File: src/hdl/krbd_pkg.sv
// Shared types, constants and the duty scaling function for the key repeat
// backlight dimmer. No dependencies; imported by every module of the block.
package krbd_pkg;

  // Fixed field widths
  localparam int BRIGHT_W  = 7;
  localparam int TIMEOUT_W = 12;
  localparam int RPT_W     = 10;
  localparam int IDLE_W    = 22;
  localparam int DUTY_W    = 10;
  localparam int CFG_ADDR_W = 2;
  localparam int CFG_DATA_W = 12;

  // Timing constants (ticks are 1 ms)
  localparam int DUTY_BITS           = 10;
  localparam int FADE_STEP_TICKS     = 10;
  localparam int STARTUP_DELAY_TICKS = 200;
  localparam int IDLE_MS_PER_S       = 1000;
  localparam int LEVEL_MAX           = 100;

  localparam logic [IDLE_W-1:0] IDLE_MAX = '1;
  localparam logic [7:0] FADE_RELOAD   = 8'(FADE_STEP_TICKS - 1);
  localparam logic [7:0] STARTUP_TICKS = 8'(STARTUP_DELAY_TICKS);

  // Reset values of the configuration registers
  localparam logic [BRIGHT_W-1:0] BRIGHT_RST  = 7'd100;
  localparam logic [IDLE_W-1:0]   TIMEOUT_RST = 22'd30000;
  localparam logic [RPT_W-1:0]    DELAY_RST   = 10'd300;
  localparam logic [RPT_W-1:0]    PERIOD_RST  = 10'd40;

  // Configuration register indexes
  localparam logic [CFG_ADDR_W-1:0] REG_BRIGHTNESS = 2'd0;
  localparam logic [CFG_ADDR_W-1:0] REG_IDLE_TMO   = 2'd1;
  localparam logic [CFG_ADDR_W-1:0] REG_RPT_DELAY  = 2'd2;
  localparam logic [CFG_ADDR_W-1:0] REG_RPT_PERIOD = 2'd3;

  // Encoder step / repeat direction codes (2-bit two's complement)
  localparam logic [1:0] DIR_NONE  = 2'b00;
  localparam logic [1:0] DIR_RIGHT = 2'b01;
  localparam logic [1:0] DIR_LEFT  = 2'b11;

  // OK key event codes
  localparam logic [1:0] EV_NONE     = 2'd0;
  localparam logic [1:0] EV_PRESSED  = 2'd1;
  localparam logic [1:0] EV_RELEASED = 2'd2;

  // duty = level * (2^DUTY_BITS - 1) / 100, via a reciprocal of 100.
  // Shift chosen so the reciprocal error stays below one LSB for level <= 100.
  localparam int      DUTY_SHIFT = DUTY_BITS + 14;
  localparam longint  DUTY_MAX   = (64'd1 << DUTY_BITS) - 1;
  localparam longint  DUTY_RECIP = ((64'd1 << DUTY_SHIFT) / LEVEL_MAX) + 1;
  localparam longint  DUTY_K     = DUTY_MAX * DUTY_RECIP;
  localparam int      DUTY_K_W   = 2 * DUTY_BITS + 8;
  localparam int      DUTY_P_W   = BRIGHT_W + DUTY_K_W;

  typedef struct packed {
    logic [1:0] enc;
    logic [1:0] ev;
  } key_res_t;

  typedef struct packed {
    logic [BRIGHT_W-1:0] level;
    logic                dark;
  } light_res_t;

  typedef struct packed {
    logic [1:0]          enc;
    logic [1:0]          ev;
    logic [DUTY_W-1:0]   duty;
    logic [BRIGHT_W-1:0] level;
    logic                dark;
  } res_t;

  function automatic logic [DUTY_W-1:0] duty_of(input logic [BRIGHT_W-1:0] lvl);
    logic [DUTY_P_W-1:0] prod;
    prod = DUTY_P_W'(lvl) * DUTY_P_W'(DUTY_K);
    return DUTY_W'(prod >> DUTY_SHIFT);
  endfunction

endpackage

File: src/hdl/krbd_keys.sv
// Key edge detection, OK press/release events and slider auto-repeat.
// Depends on krbd_pkg; the wake flag comes from krbd_backlight.
module krbd_keys
  import krbd_pkg::*;
(
  input  logic             clk,
  input  logic             rst_n,
  input  logic             step,
  input  logic             left_key,
  input  logic             right_key,
  input  logic             ok_down,
  input  logic             slider_focused,
  input  logic             wake,
  input  logic [RPT_W-1:0] rpt_delay,
  input  logic [RPT_W-1:0] rpt_period,
  output key_res_t         res
);

  logic             left_held_r, right_held_r, ok_held_r, swallow_r, repeat_on_r;
  logic [1:0]       repeat_dir_r;
  logic [RPT_W-1:0] repeat_rem_r;

  logic             left_held_nxt, right_held_nxt, ok_held_nxt, swallow_nxt, repeat_on_nxt;
  logic [1:0]       repeat_dir_nxt;
  logic [RPT_W-1:0] repeat_rem_nxt;
  logic             any_key;

  assign any_key = left_key | right_key | ok_down;

  // Key decode for one tick
  always_comb begin
    left_held_nxt  = left_held_r;
    right_held_nxt = right_held_r;
    ok_held_nxt    = ok_held_r;
    swallow_nxt    = swallow_r;
    repeat_on_nxt  = repeat_on_r;
    repeat_dir_nxt = repeat_dir_r;
    repeat_rem_nxt = repeat_rem_r;
    res.enc        = DIR_NONE;
    res.ev         = EV_NONE;

    if (swallow_r || wake) begin
      // keys eaten until everything is released
      res.ev      = EV_RELEASED;
      swallow_nxt = any_key;
      if (wake) begin
        repeat_on_nxt  = 1'b0;
        repeat_dir_nxt = DIR_NONE;
      end
    end else begin
      if (repeat_rem_nxt != '0) begin
        repeat_rem_nxt = repeat_rem_nxt - 1'b1;
      end

      if (left_key && !left_held_r) begin
        left_held_nxt  = 1'b1;
        res.enc        = DIR_LEFT;
        repeat_on_nxt  = slider_focused;
        repeat_dir_nxt = DIR_LEFT;
        repeat_rem_nxt = rpt_delay;
      end else if (!left_key && left_held_r) begin
        left_held_nxt = 1'b0;
        if (repeat_dir_nxt == DIR_LEFT) begin
          repeat_on_nxt  = 1'b0;
          repeat_dir_nxt = DIR_NONE;
        end
      end

      if (right_key && !right_held_r) begin
        right_held_nxt = 1'b1;
        res.enc        = DIR_RIGHT;
        repeat_on_nxt  = slider_focused;
        repeat_dir_nxt = DIR_RIGHT;
        repeat_rem_nxt = rpt_delay;
      end else if (!right_key && right_held_r) begin
        right_held_nxt = 1'b0;
        if (repeat_dir_nxt == DIR_RIGHT) begin
          repeat_on_nxt  = 1'b0;
          repeat_dir_nxt = DIR_NONE;
        end
      end

      // auto-repeat while the key stays down
      if (res.enc == DIR_NONE && repeat_on_nxt && repeat_dir_nxt != DIR_NONE &&
          ((repeat_dir_nxt == DIR_LEFT && left_key) ||
           (repeat_dir_nxt == DIR_RIGHT && right_key)) &&
          repeat_rem_nxt == '0) begin
        res.enc        = repeat_dir_nxt;
        repeat_rem_nxt = rpt_period;
      end

      if (ok_down && !ok_held_r) begin
        ok_held_nxt = 1'b1;
        res.ev      = EV_PRESSED;
      end else if (!ok_down && ok_held_r) begin
        ok_held_nxt = 1'b0;
        res.ev      = EV_RELEASED;
      end
    end
  end

  // State update on each accepted tick
  always_ff @(posedge clk) begin
    if (!rst_n) begin
      left_held_r  <= 1'b0;
      right_held_r <= 1'b0;
      ok_held_r    <= 1'b0;
      swallow_r    <= 1'b0;
      repeat_on_r  <= 1'b0;
      repeat_dir_r <= DIR_NONE;
      repeat_rem_r <= '0;
    end else if (step) begin
      left_held_r  <= left_held_nxt;
      right_held_r <= right_held_nxt;
      ok_held_r    <= ok_held_nxt;
      swallow_r    <= swallow_nxt;
      repeat_on_r  <= repeat_on_nxt;
      repeat_dir_r <= repeat_dir_nxt;
      repeat_rem_r <= repeat_rem_nxt;
    end
  end

  // Repeat is always cleared on wake and never armed while swallowing
  a_swallow_no_repeat: assert property (@(posedge clk) disable iff (!rst_n)
    swallow_r |-> !repeat_on_r)
    else $error("repeat armed while keys are swallowed");

  // An armed repeat always has a direction
  a_repeat_has_dir: assert property (@(posedge clk) disable iff (!rst_n)
    repeat_on_r |-> (repeat_dir_r == DIR_LEFT || repeat_dir_r == DIR_RIGHT))
    else $error("repeat armed without direction");

endmodule

File: src/hdl/krbd_backlight.sv
// Backlight sequencer: startup wait, fades, idle timeout, dark and wake.
// Depends on krbd_pkg; drives the wake flag used by krbd_keys.
module krbd_backlight
  import krbd_pkg::*;
(
  input  logic                clk,
  input  logic                rst_n,
  input  logic                step,
  input  logic                any_key,
  input  logic [BRIGHT_W-1:0] bright_target,
  input  logic [IDLE_W-1:0]   idle_limit,
  output logic                wake,
  output light_res_t          res
);

  typedef enum logic [2:0] {
    M_WAIT,
    M_SFADE,
    M_ON,
    M_FDOWN,
    M_DARK,
    M_FUP
  } mode_t;

  mode_t               mode_r, mode_nxt;
  logic [IDLE_W-1:0]   idle_ms_r, idle_ms_nxt;
  logic [BRIGHT_W-1:0] level_r, level_nxt;
  logic [7:0]          fade_tmr_r, fade_tmr_nxt;
  logic [BRIGHT_W-1:0] goal;
  logic [BRIGHT_W-1:0] fade_goal;
  logic                counting;

  assign goal     = (bright_target > BRIGHT_W'(LEVEL_MAX)) ? BRIGHT_W'(LEVEL_MAX)
                                                           : bright_target;
  assign wake     = any_key && (mode_r == M_DARK);
  assign counting = (mode_r != M_WAIT) && (mode_r != M_SFADE);

  // One tick of the backlight sequence
  always_comb begin
    mode_nxt     = mode_r;
    idle_ms_nxt  = idle_ms_r;
    level_nxt    = level_r;
    fade_tmr_nxt = fade_tmr_r;
    fade_goal    = goal;

    // activity and idle count
    if (any_key) begin
      if (counting) begin
        idle_ms_nxt = '0;
      end
      if (mode_r == M_DARK || mode_r == M_FDOWN) begin
        mode_nxt     = M_FUP;
        fade_tmr_nxt = '0;
      end
    end else if (counting && idle_ms_r != IDLE_MAX) begin
      idle_ms_nxt = idle_ms_r + 1'b1;
    end

    // startup wait and timeout check
    if (mode_nxt == M_WAIT) begin
      if (fade_tmr_nxt >= STARTUP_TICKS) begin
        mode_nxt     = M_SFADE;
        fade_tmr_nxt = '0;
      end else begin
        fade_tmr_nxt = fade_tmr_nxt + 1'b1;
      end
    end else if (mode_nxt == M_ON) begin
      level_nxt = goal;
      if (idle_limit != '0 && idle_ms_nxt >= idle_limit) begin
        mode_nxt     = M_FDOWN;
        fade_tmr_nxt = '0;
      end
    end

    // fade engine: one percent per step, then a hold before finishing
    if (mode_nxt == M_SFADE || mode_nxt == M_FUP || mode_nxt == M_FDOWN) begin
      if (mode_nxt == M_FDOWN) begin
        fade_goal = '0;
      end
      if (fade_tmr_nxt != '0) begin
        fade_tmr_nxt = fade_tmr_nxt - 1'b1;
      end else if (level_nxt == fade_goal) begin
        if (mode_nxt == M_FDOWN) begin
          mode_nxt = M_DARK;
        end else begin
          if (mode_nxt == M_SFADE) begin
            idle_ms_nxt = '0;
          end
          mode_nxt = M_ON;
        end
      end else begin
        if (level_nxt < fade_goal) begin
          level_nxt = level_nxt + 1'b1;
        end else begin
          level_nxt = level_nxt - 1'b1;
        end
        fade_tmr_nxt = FADE_RELOAD;
      end
    end

    res.level = level_nxt;
    res.dark  = (mode_nxt == M_DARK);
  end

  // Sequencer state
  always_ff @(posedge clk) begin
    if (!rst_n) begin
      mode_r     <= M_WAIT;
      idle_ms_r  <= '0;
      level_r    <= '0;
      fade_tmr_r <= '0;
    end else if (step) begin
      mode_r     <= mode_nxt;
      idle_ms_r  <= idle_ms_nxt;
      level_r    <= level_nxt;
      fade_tmr_r <= fade_tmr_nxt;
    end
  end

  // Dark only ever follows a completed fade to zero
  a_dark_is_off: assert property (@(posedge clk) disable iff (!rst_n)
    (mode_r == M_DARK) |-> (level_r == '0))
    else $error("dark with nonzero level");

  // Idle counter is held while starting up
  a_idle_startup: assert property (@(posedge clk) disable iff (!rst_n)
    (mode_r == M_WAIT) |-> (idle_ms_r == '0))
    else $error("idle counter moved during startup wait");

endmodule

File: src/hdl/key_repeat_backlight_dimmer.sv
// Top level of the key repeat backlight dimmer: config registers, output
// skid buffer and duty scaling. Depends on krbd_pkg, krbd_keys, krbd_backlight.
//
// Usage:
//  - Input channel (in_valid/in_stall): one transaction per 1 ms tick with
//    the left, right and OK key levels and the slider-focus flag.
//  - Result channel (out_valid/out_stall): exactly one result per input
//    transaction: encoder step, OK event, PWM duty, level and dark flag.
//  - Config channel (cfg_valid/cfg_ready): cfg_addr selects brightness
//    target, idle timeout in seconds, repeat delay, repeat period. Write
//    only while no transaction is in flight. cfg_ready is always high.
//  - Throughput: one tick per clock while in_stall is low; all work for a
//    tick is one pass of combinational logic into the result register, or
//    into the skid register while a result waits.
//  - A two-entry output buffer (result register plus skid register) lets a
//    tick be accepted while a result waits; in_stall rises only when both
//    are full, i.e. once a tick is accepted while the receiver stalls a
//    waiting result, and drops the cycle after the receiver takes one.
//  - Reset (rst_n low, synchronous) empties the buffer, restores the config
//    defaults and starts the startup wait, after which the backlight fades up.
module key_repeat_backlight_dimmer
  import krbd_pkg::*;
(
  input  logic                  clk,
  input  logic                  rst_n,
  // input ticks
  input  logic                  in_valid,
  output logic                  in_stall,
  input  logic                  in_left_key,
  input  logic                  in_right_key,
  input  logic                  in_ok_down,
  input  logic                  in_slider_focused,
  // results
  output logic                  out_valid,
  input  logic                  out_stall,
  output logic signed [1:0]     out_enc_step,
  output logic [1:0]            out_press_event,
  output logic [DUTY_W-1:0]     out_pwm_duty,
  output logic [BRIGHT_W-1:0]   out_level_now,
  output logic                  out_screen_dark,
  // configuration writes
  input  logic                  cfg_valid,
  output logic                  cfg_ready,
  input  logic [CFG_ADDR_W-1:0] cfg_addr,
  input  logic [CFG_DATA_W-1:0] cfg_wdata
);

  logic [BRIGHT_W-1:0] bright_r;
  logic [IDLE_W-1:0]   idle_limit_r;
  logic [RPT_W-1:0]    rpt_delay_r, rpt_period_r;

  logic       step, take, any_key, wake;
  key_res_t   key_res;
  light_res_t light_res;
  res_t       res_new;
  res_t       main_r, skid_r;
  logic       main_valid_r, skid_valid_r;

  assign cfg_ready = 1'b1;
  assign in_stall  = skid_valid_r;
  assign step      = in_valid && !skid_valid_r;
  assign take      = main_valid_r && !out_stall;
  assign any_key   = in_left_key | in_right_key | in_ok_down;

  // Configuration registers; the timeout is kept in ms
  always_ff @(posedge clk) begin
    if (!rst_n) begin
      bright_r     <= BRIGHT_RST;
      idle_limit_r <= TIMEOUT_RST;
      rpt_delay_r  <= DELAY_RST;
      rpt_period_r <= PERIOD_RST;
    end else if (cfg_valid && cfg_ready) begin
      unique case (cfg_addr)
        REG_BRIGHTNESS: bright_r     <= cfg_wdata[BRIGHT_W-1:0];
        REG_IDLE_TMO:   idle_limit_r <= IDLE_W'(cfg_wdata) * IDLE_W'(IDLE_MS_PER_S);
        REG_RPT_DELAY:  rpt_delay_r  <= cfg_wdata[RPT_W-1:0];
        REG_RPT_PERIOD: rpt_period_r <= cfg_wdata[RPT_W-1:0];
        default: ;
      endcase
    end
  end

  krbd_keys u_keys (
    .clk            (clk),
    .rst_n          (rst_n),
    .step           (step),
    .left_key       (in_left_key),
    .right_key      (in_right_key),
    .ok_down        (in_ok_down),
    .slider_focused (in_slider_focused),
    .wake           (wake),
    .rpt_delay      (rpt_delay_r),
    .rpt_period     (rpt_period_r),
    .res            (key_res)
  );

  krbd_backlight u_light (
    .clk           (clk),
    .rst_n         (rst_n),
    .step          (step),
    .any_key       (any_key),
    .bright_target (bright_r),
    .idle_limit    (idle_limit_r),
    .wake          (wake),
    .res           (light_res)
  );

  // Assemble the result of this tick
  always_comb begin
    res_new.enc   = key_res.enc;
    res_new.ev    = key_res.ev;
    res_new.duty  = duty_of(light_res.level);
    res_new.level = light_res.level;
    res_new.dark  = light_res.dark;
  end

  // Output buffer: result register plus skid register
  always_ff @(posedge clk) begin
    if (!rst_n) begin
      main_valid_r <= 1'b0;
      skid_valid_r <= 1'b0;
    end else begin
      if (!main_valid_r || take) begin
        main_valid_r <= skid_valid_r || step;
        skid_valid_r <= 1'b0;
      end else if (step) begin
        skid_valid_r <= 1'b1;
      end
    end
  end

  always_ff @(posedge clk) begin
    if (!main_valid_r || take) begin
      main_r <= skid_valid_r ? skid_r : res_new;
    end
    if (!skid_valid_r) begin
      skid_r <= res_new;
    end
  end

  assign out_valid       = main_valid_r;
  assign out_enc_step    = signed'(main_r.enc);
  assign out_press_event = main_r.ev;
  assign out_pwm_duty    = main_r.duty;
  assign out_level_now   = main_r.level;
  assign out_screen_dark = main_r.dark;

  // Skid entry is only ever occupied behind a waiting result
  a_skid_behind_main: assert property (@(posedge clk) disable iff (!rst_n)
    skid_valid_r |-> main_valid_r)
    else $error("skid entry valid with empty result register");

endmodule
File: config.mk
export PLATFORM = sky130hd
export DESIGN_NAME = key_repeat_backlight_dimmer
export DESIGN_NICKNAME = d
export VERILOG_FILES = /design/src/hdl/krbd_pkg.sv /design/src/hdl/krbd_keys.sv /design/src/hdl/krbd_backlight.sv /design/src/hdl/key_repeat_backlight_dimmer.sv
export SDC_FILE = /design/constraint.sdc
export NUM_CORES = 1
export LEC_CHECK = 0
export ABC_AREA = 1
export BUFFER_PORTS_ARGS = -buffer_cell sky130_fd_sc_hd__buf_2
export CORE_ASPECT_RATIO = 1.25
export CORE_MARGIN = 10
export CORE_UTILIZATION = 55
export CTS_BUF_LIST = sky130_fd_sc_hd__clkbuf_4
export CTS_CLUSTER_DIAMETER = 30
export DETAILED_ROUTE_END_ITERATION = 8
export PLACE_DENSITY_LB_ADDON = 0.3
export SLEW_MARGIN = 25
export SYNTH_ARGS = -nofsm -noshare
export SYNTH_HDL_FRONTEND = slang
export SYNTH_SLANG_ARGS = --single-unit
File: constraint.sdc
create_clock -name clk -period 21.7 [get_ports clk]
set_input_delay 2.17 -clock clk [delete_from_list [all_inputs] [get_ports clk]]
set_output_delay 2.17 -clock clk [all_outputs]
set_load 0.05 [all_outputs]
==> results.cfg <==
[yosys]
syn-num-nets = 2006
ys_seq_elements = 149
ys_warn_count = 0
yosys_most_used_dff = dfxtp_1
synth_area_um2 = 12900
synth_cells = 1745
ys_seq_area_share_pct = 24.8
yosysUniqueCellTypes = 59
synth_area_per_cell_um2 = 7.40
synthArstFlopShare_pct = 0
synth_edf_count = 22

[pwr]
powerDensity_nw_per_um2 = 112
p_leak_uw = 0.00690
irDropWorstVdd_uv = 65.5

[grt]
grt_max_degree = 60
overflow = 0
grt_pass1_wl_um = 54700
grt_use_total_pct = 22.6
antenna_found_initial = 1
grt_pass1_vias = 11614

[timing]
fmax_ghz = 0.0773
tightestPinTransition_ns = 0.982
rsz0062_at_grt = no
setup_viol = 0
setup_tns_ns = 0
maxSlewHeadroom_pct = 33.8
finClkSkew_ns = 0.0229
finalHoldViolations = 0
final.min_clock_period_ns = 12.93
fin_crit_sh_pct = 59.6
drv_slew = 0

[detailed_routing]
ant_nets = 0
viasPerCell = 5.53
drc = 0
detail_route.wl_per_cell_um = 15.7
drt-total-wl_um = 32800
drtIter0Drc = 704
route.vias.total = 11525
firstDrtPassIters = 7

[finish]
fin_util_pct = 59.5
final_common_cell = nand2_1
drive_above_1_share_pct = 7.19
final_nets = 2043
layout_common_cells = nand2_1, inv_1, ha_1
fillers = 2186
instances_no_fill = 2085
synthToLayoutAreaGrowth_pct = 6.21

[floorplan]
die_area_um2 = 30000
num_io_pins = 48
initial_core_util_pct = 56.0
die_h_um = 191
die_x_um = 157
core-area_um2 = 23000
rows = 62

[setup_path]
start_kind = primary input
cp_num_buf_inv = 11
required_ns = 22.06
crit_path_frequent_cell = inv_1
path_max_fanout = 8
critPathMaxStageDelay_ns = 0.66
endpoint_kind = flop
cp_top_family = simple AND/OR/NAND/NOR gates
crit_type = in -> reg
slowest_stage = fa_1
cp.arrival_ns = 13.29

[cts]
clockBufferDepth = 2
clock-root-buffer = clkbuf_4
cts_inserted_buffers = 17
clock_sinks = 149
post_cts_buffers = 0
cts_htree_levels = 4
clkTransAtPathRegs_ns = 0.13
cts_tree = done
cts_resized = 0
cts_hold_buf = 0
worstSkewPairLatency_ns = 0.61

[min_path]
hold_class = reg -> reg

[placed_design]
dp_hpwl_um = 26200
dp.cells = 2051
gp_congestion = 0.955
io_buffers = 46

[run]
maxCapViolCount = 0

[status]
status = finished clean
per-layer routing:
| layer | track usage (%) | vias to the layer above | part of all wire (%) |
|---|---|---|---|
| li1 | - | 5799 | - |
| met1 | 23.4 | 5366 | 39 |
| met2 | 43.3 | 260 | 53 |
| met3 | 2.81 | 100 | 3.2 |
| met4 | 11.7 | 0 | 4.9 |
| met5 | 0 | - | 0 |
cells in the mapped netlist, types with 18 or more instances:
cell type / number / area share [%]
inv_1: 285 / 8.3
nor3_1: 19 / 0.74
fa_1: 68 / 11
ha_1: 170 / 16
nor2_1: 153 / 4.4
edfxtp_1: 22 / 5.1
xor2_1: 22 / 1.5
dfxtp_1: 127 / 20
clkbuf_1: 29 / 0.84
nand3_1: 81 / 3.1
o211ai_1: 18 / 1.0
o21ai_0: 126 / 4.9
nand2_1: 339 / 9.9
a21oi_1: 141 / 5.5
worst reg2reg max path, delay by kind of cell (launching register included):
family	cells	cell delay [ns]
XOR/XNOR	1	0.14
adder cells (fa/ha/maj)	9	3.65
AO/OA/AOI/OAI	11	2.21
AND/OR/NAND/NOR	36	4.33
buffers and inverters	8	0.81
flip-flops	1	0.35
cell type report:
| type | count | area (um2) | area share (%) |
|---|---|---|---|
| timing repair buffer | 55 | 298 | 2.17 |
| antenna | 2 | 5.00 | 0.0365 |
| multi-input combinational | 1263 | 8440 | 61.6 |
| clock inverter | 15 | 165 | 1.20 |
| clock buffer | 17 | 128 | 0.931 |
| tap | 288 | 360 | 2.63 |
| sequential | 149 | 3200 | 23.4 |
| inverter | 296 | 1110 | 8.11 |
cell families (layout without fill, tap and decap cells):
family                     count (synthesis)  after routing  synth area share (%)
other                                      1              3                0.0291
DFF                                      149            149                  24.8
AOI/OAI and AO/OA                        338            338                  14.5
adders and majority gates                238            238                  27.0
and+or+nand+nor                          658            658                  21.9
xor gates and xnor gates                  27             27                  1.83
buffers and inverters                    333            383                  9.82
muxes                                      1              1                0.0776
final timing paths:
kind,from,to,slack [ns],cells after the start
worst max-delay path,in_left_key,out_pwm_duty[7]$_DFFE_PP_,8.77,63
worst min-delay path,skid_r[5]$_DFF_P_,skid_r[5]$_DFF_P_,0.46,2
worst min register to register,skid_r[5]$_DFF_P_,skid_r[5]$_DFF_P_,0.46,2
worst max register to register,u_light.idle_ms_r[0]$_SDFFE_PN0P_,out_pwm_duty[7]$_DFFE_PP_,10.00,65
per-stage QoR:
step	hold WS (ns)	setup WS, ns	total power (uW)	cell area, um2
after global placement	0.431	8.63	1330	13400
after CTS	0.464	9.02	1540	13700
after floorplan	0.415	10.06	1090	12900
after global routing	0.489	7.78	1690	13700
final	0.461	8.77	1540	13700
after detailed placement	0.434	8.41	1340	13400
report_power, final:
part	internal, uW	leakage, uW	switching (uW)
logic	344	0.00546	656
clock network	71.6	0.000161	116
registers	332	0.00128	15.7
total	748	0.00690	788
flip-flops by register name (all words and copies together), names as in the netlist, 2 cells and up:
name and flops:
u_light.level_r 7, idle_limit_r 19, out_enc_step 2, u_light.fade_tmr_r 8, u_light.mode_r 3, rpt_period_r 10
bright_r 7, out_level_now 7, u_keys.repeat_dir_r 2, u_light.idle_ms_r 22, rpt_delay_r 10, u_keys.repeat_rem_r 10
skid_r 22, out_pwm_duty 10, out_press_event 2
No activity file was read; power rests on OpenSTA's default activity.
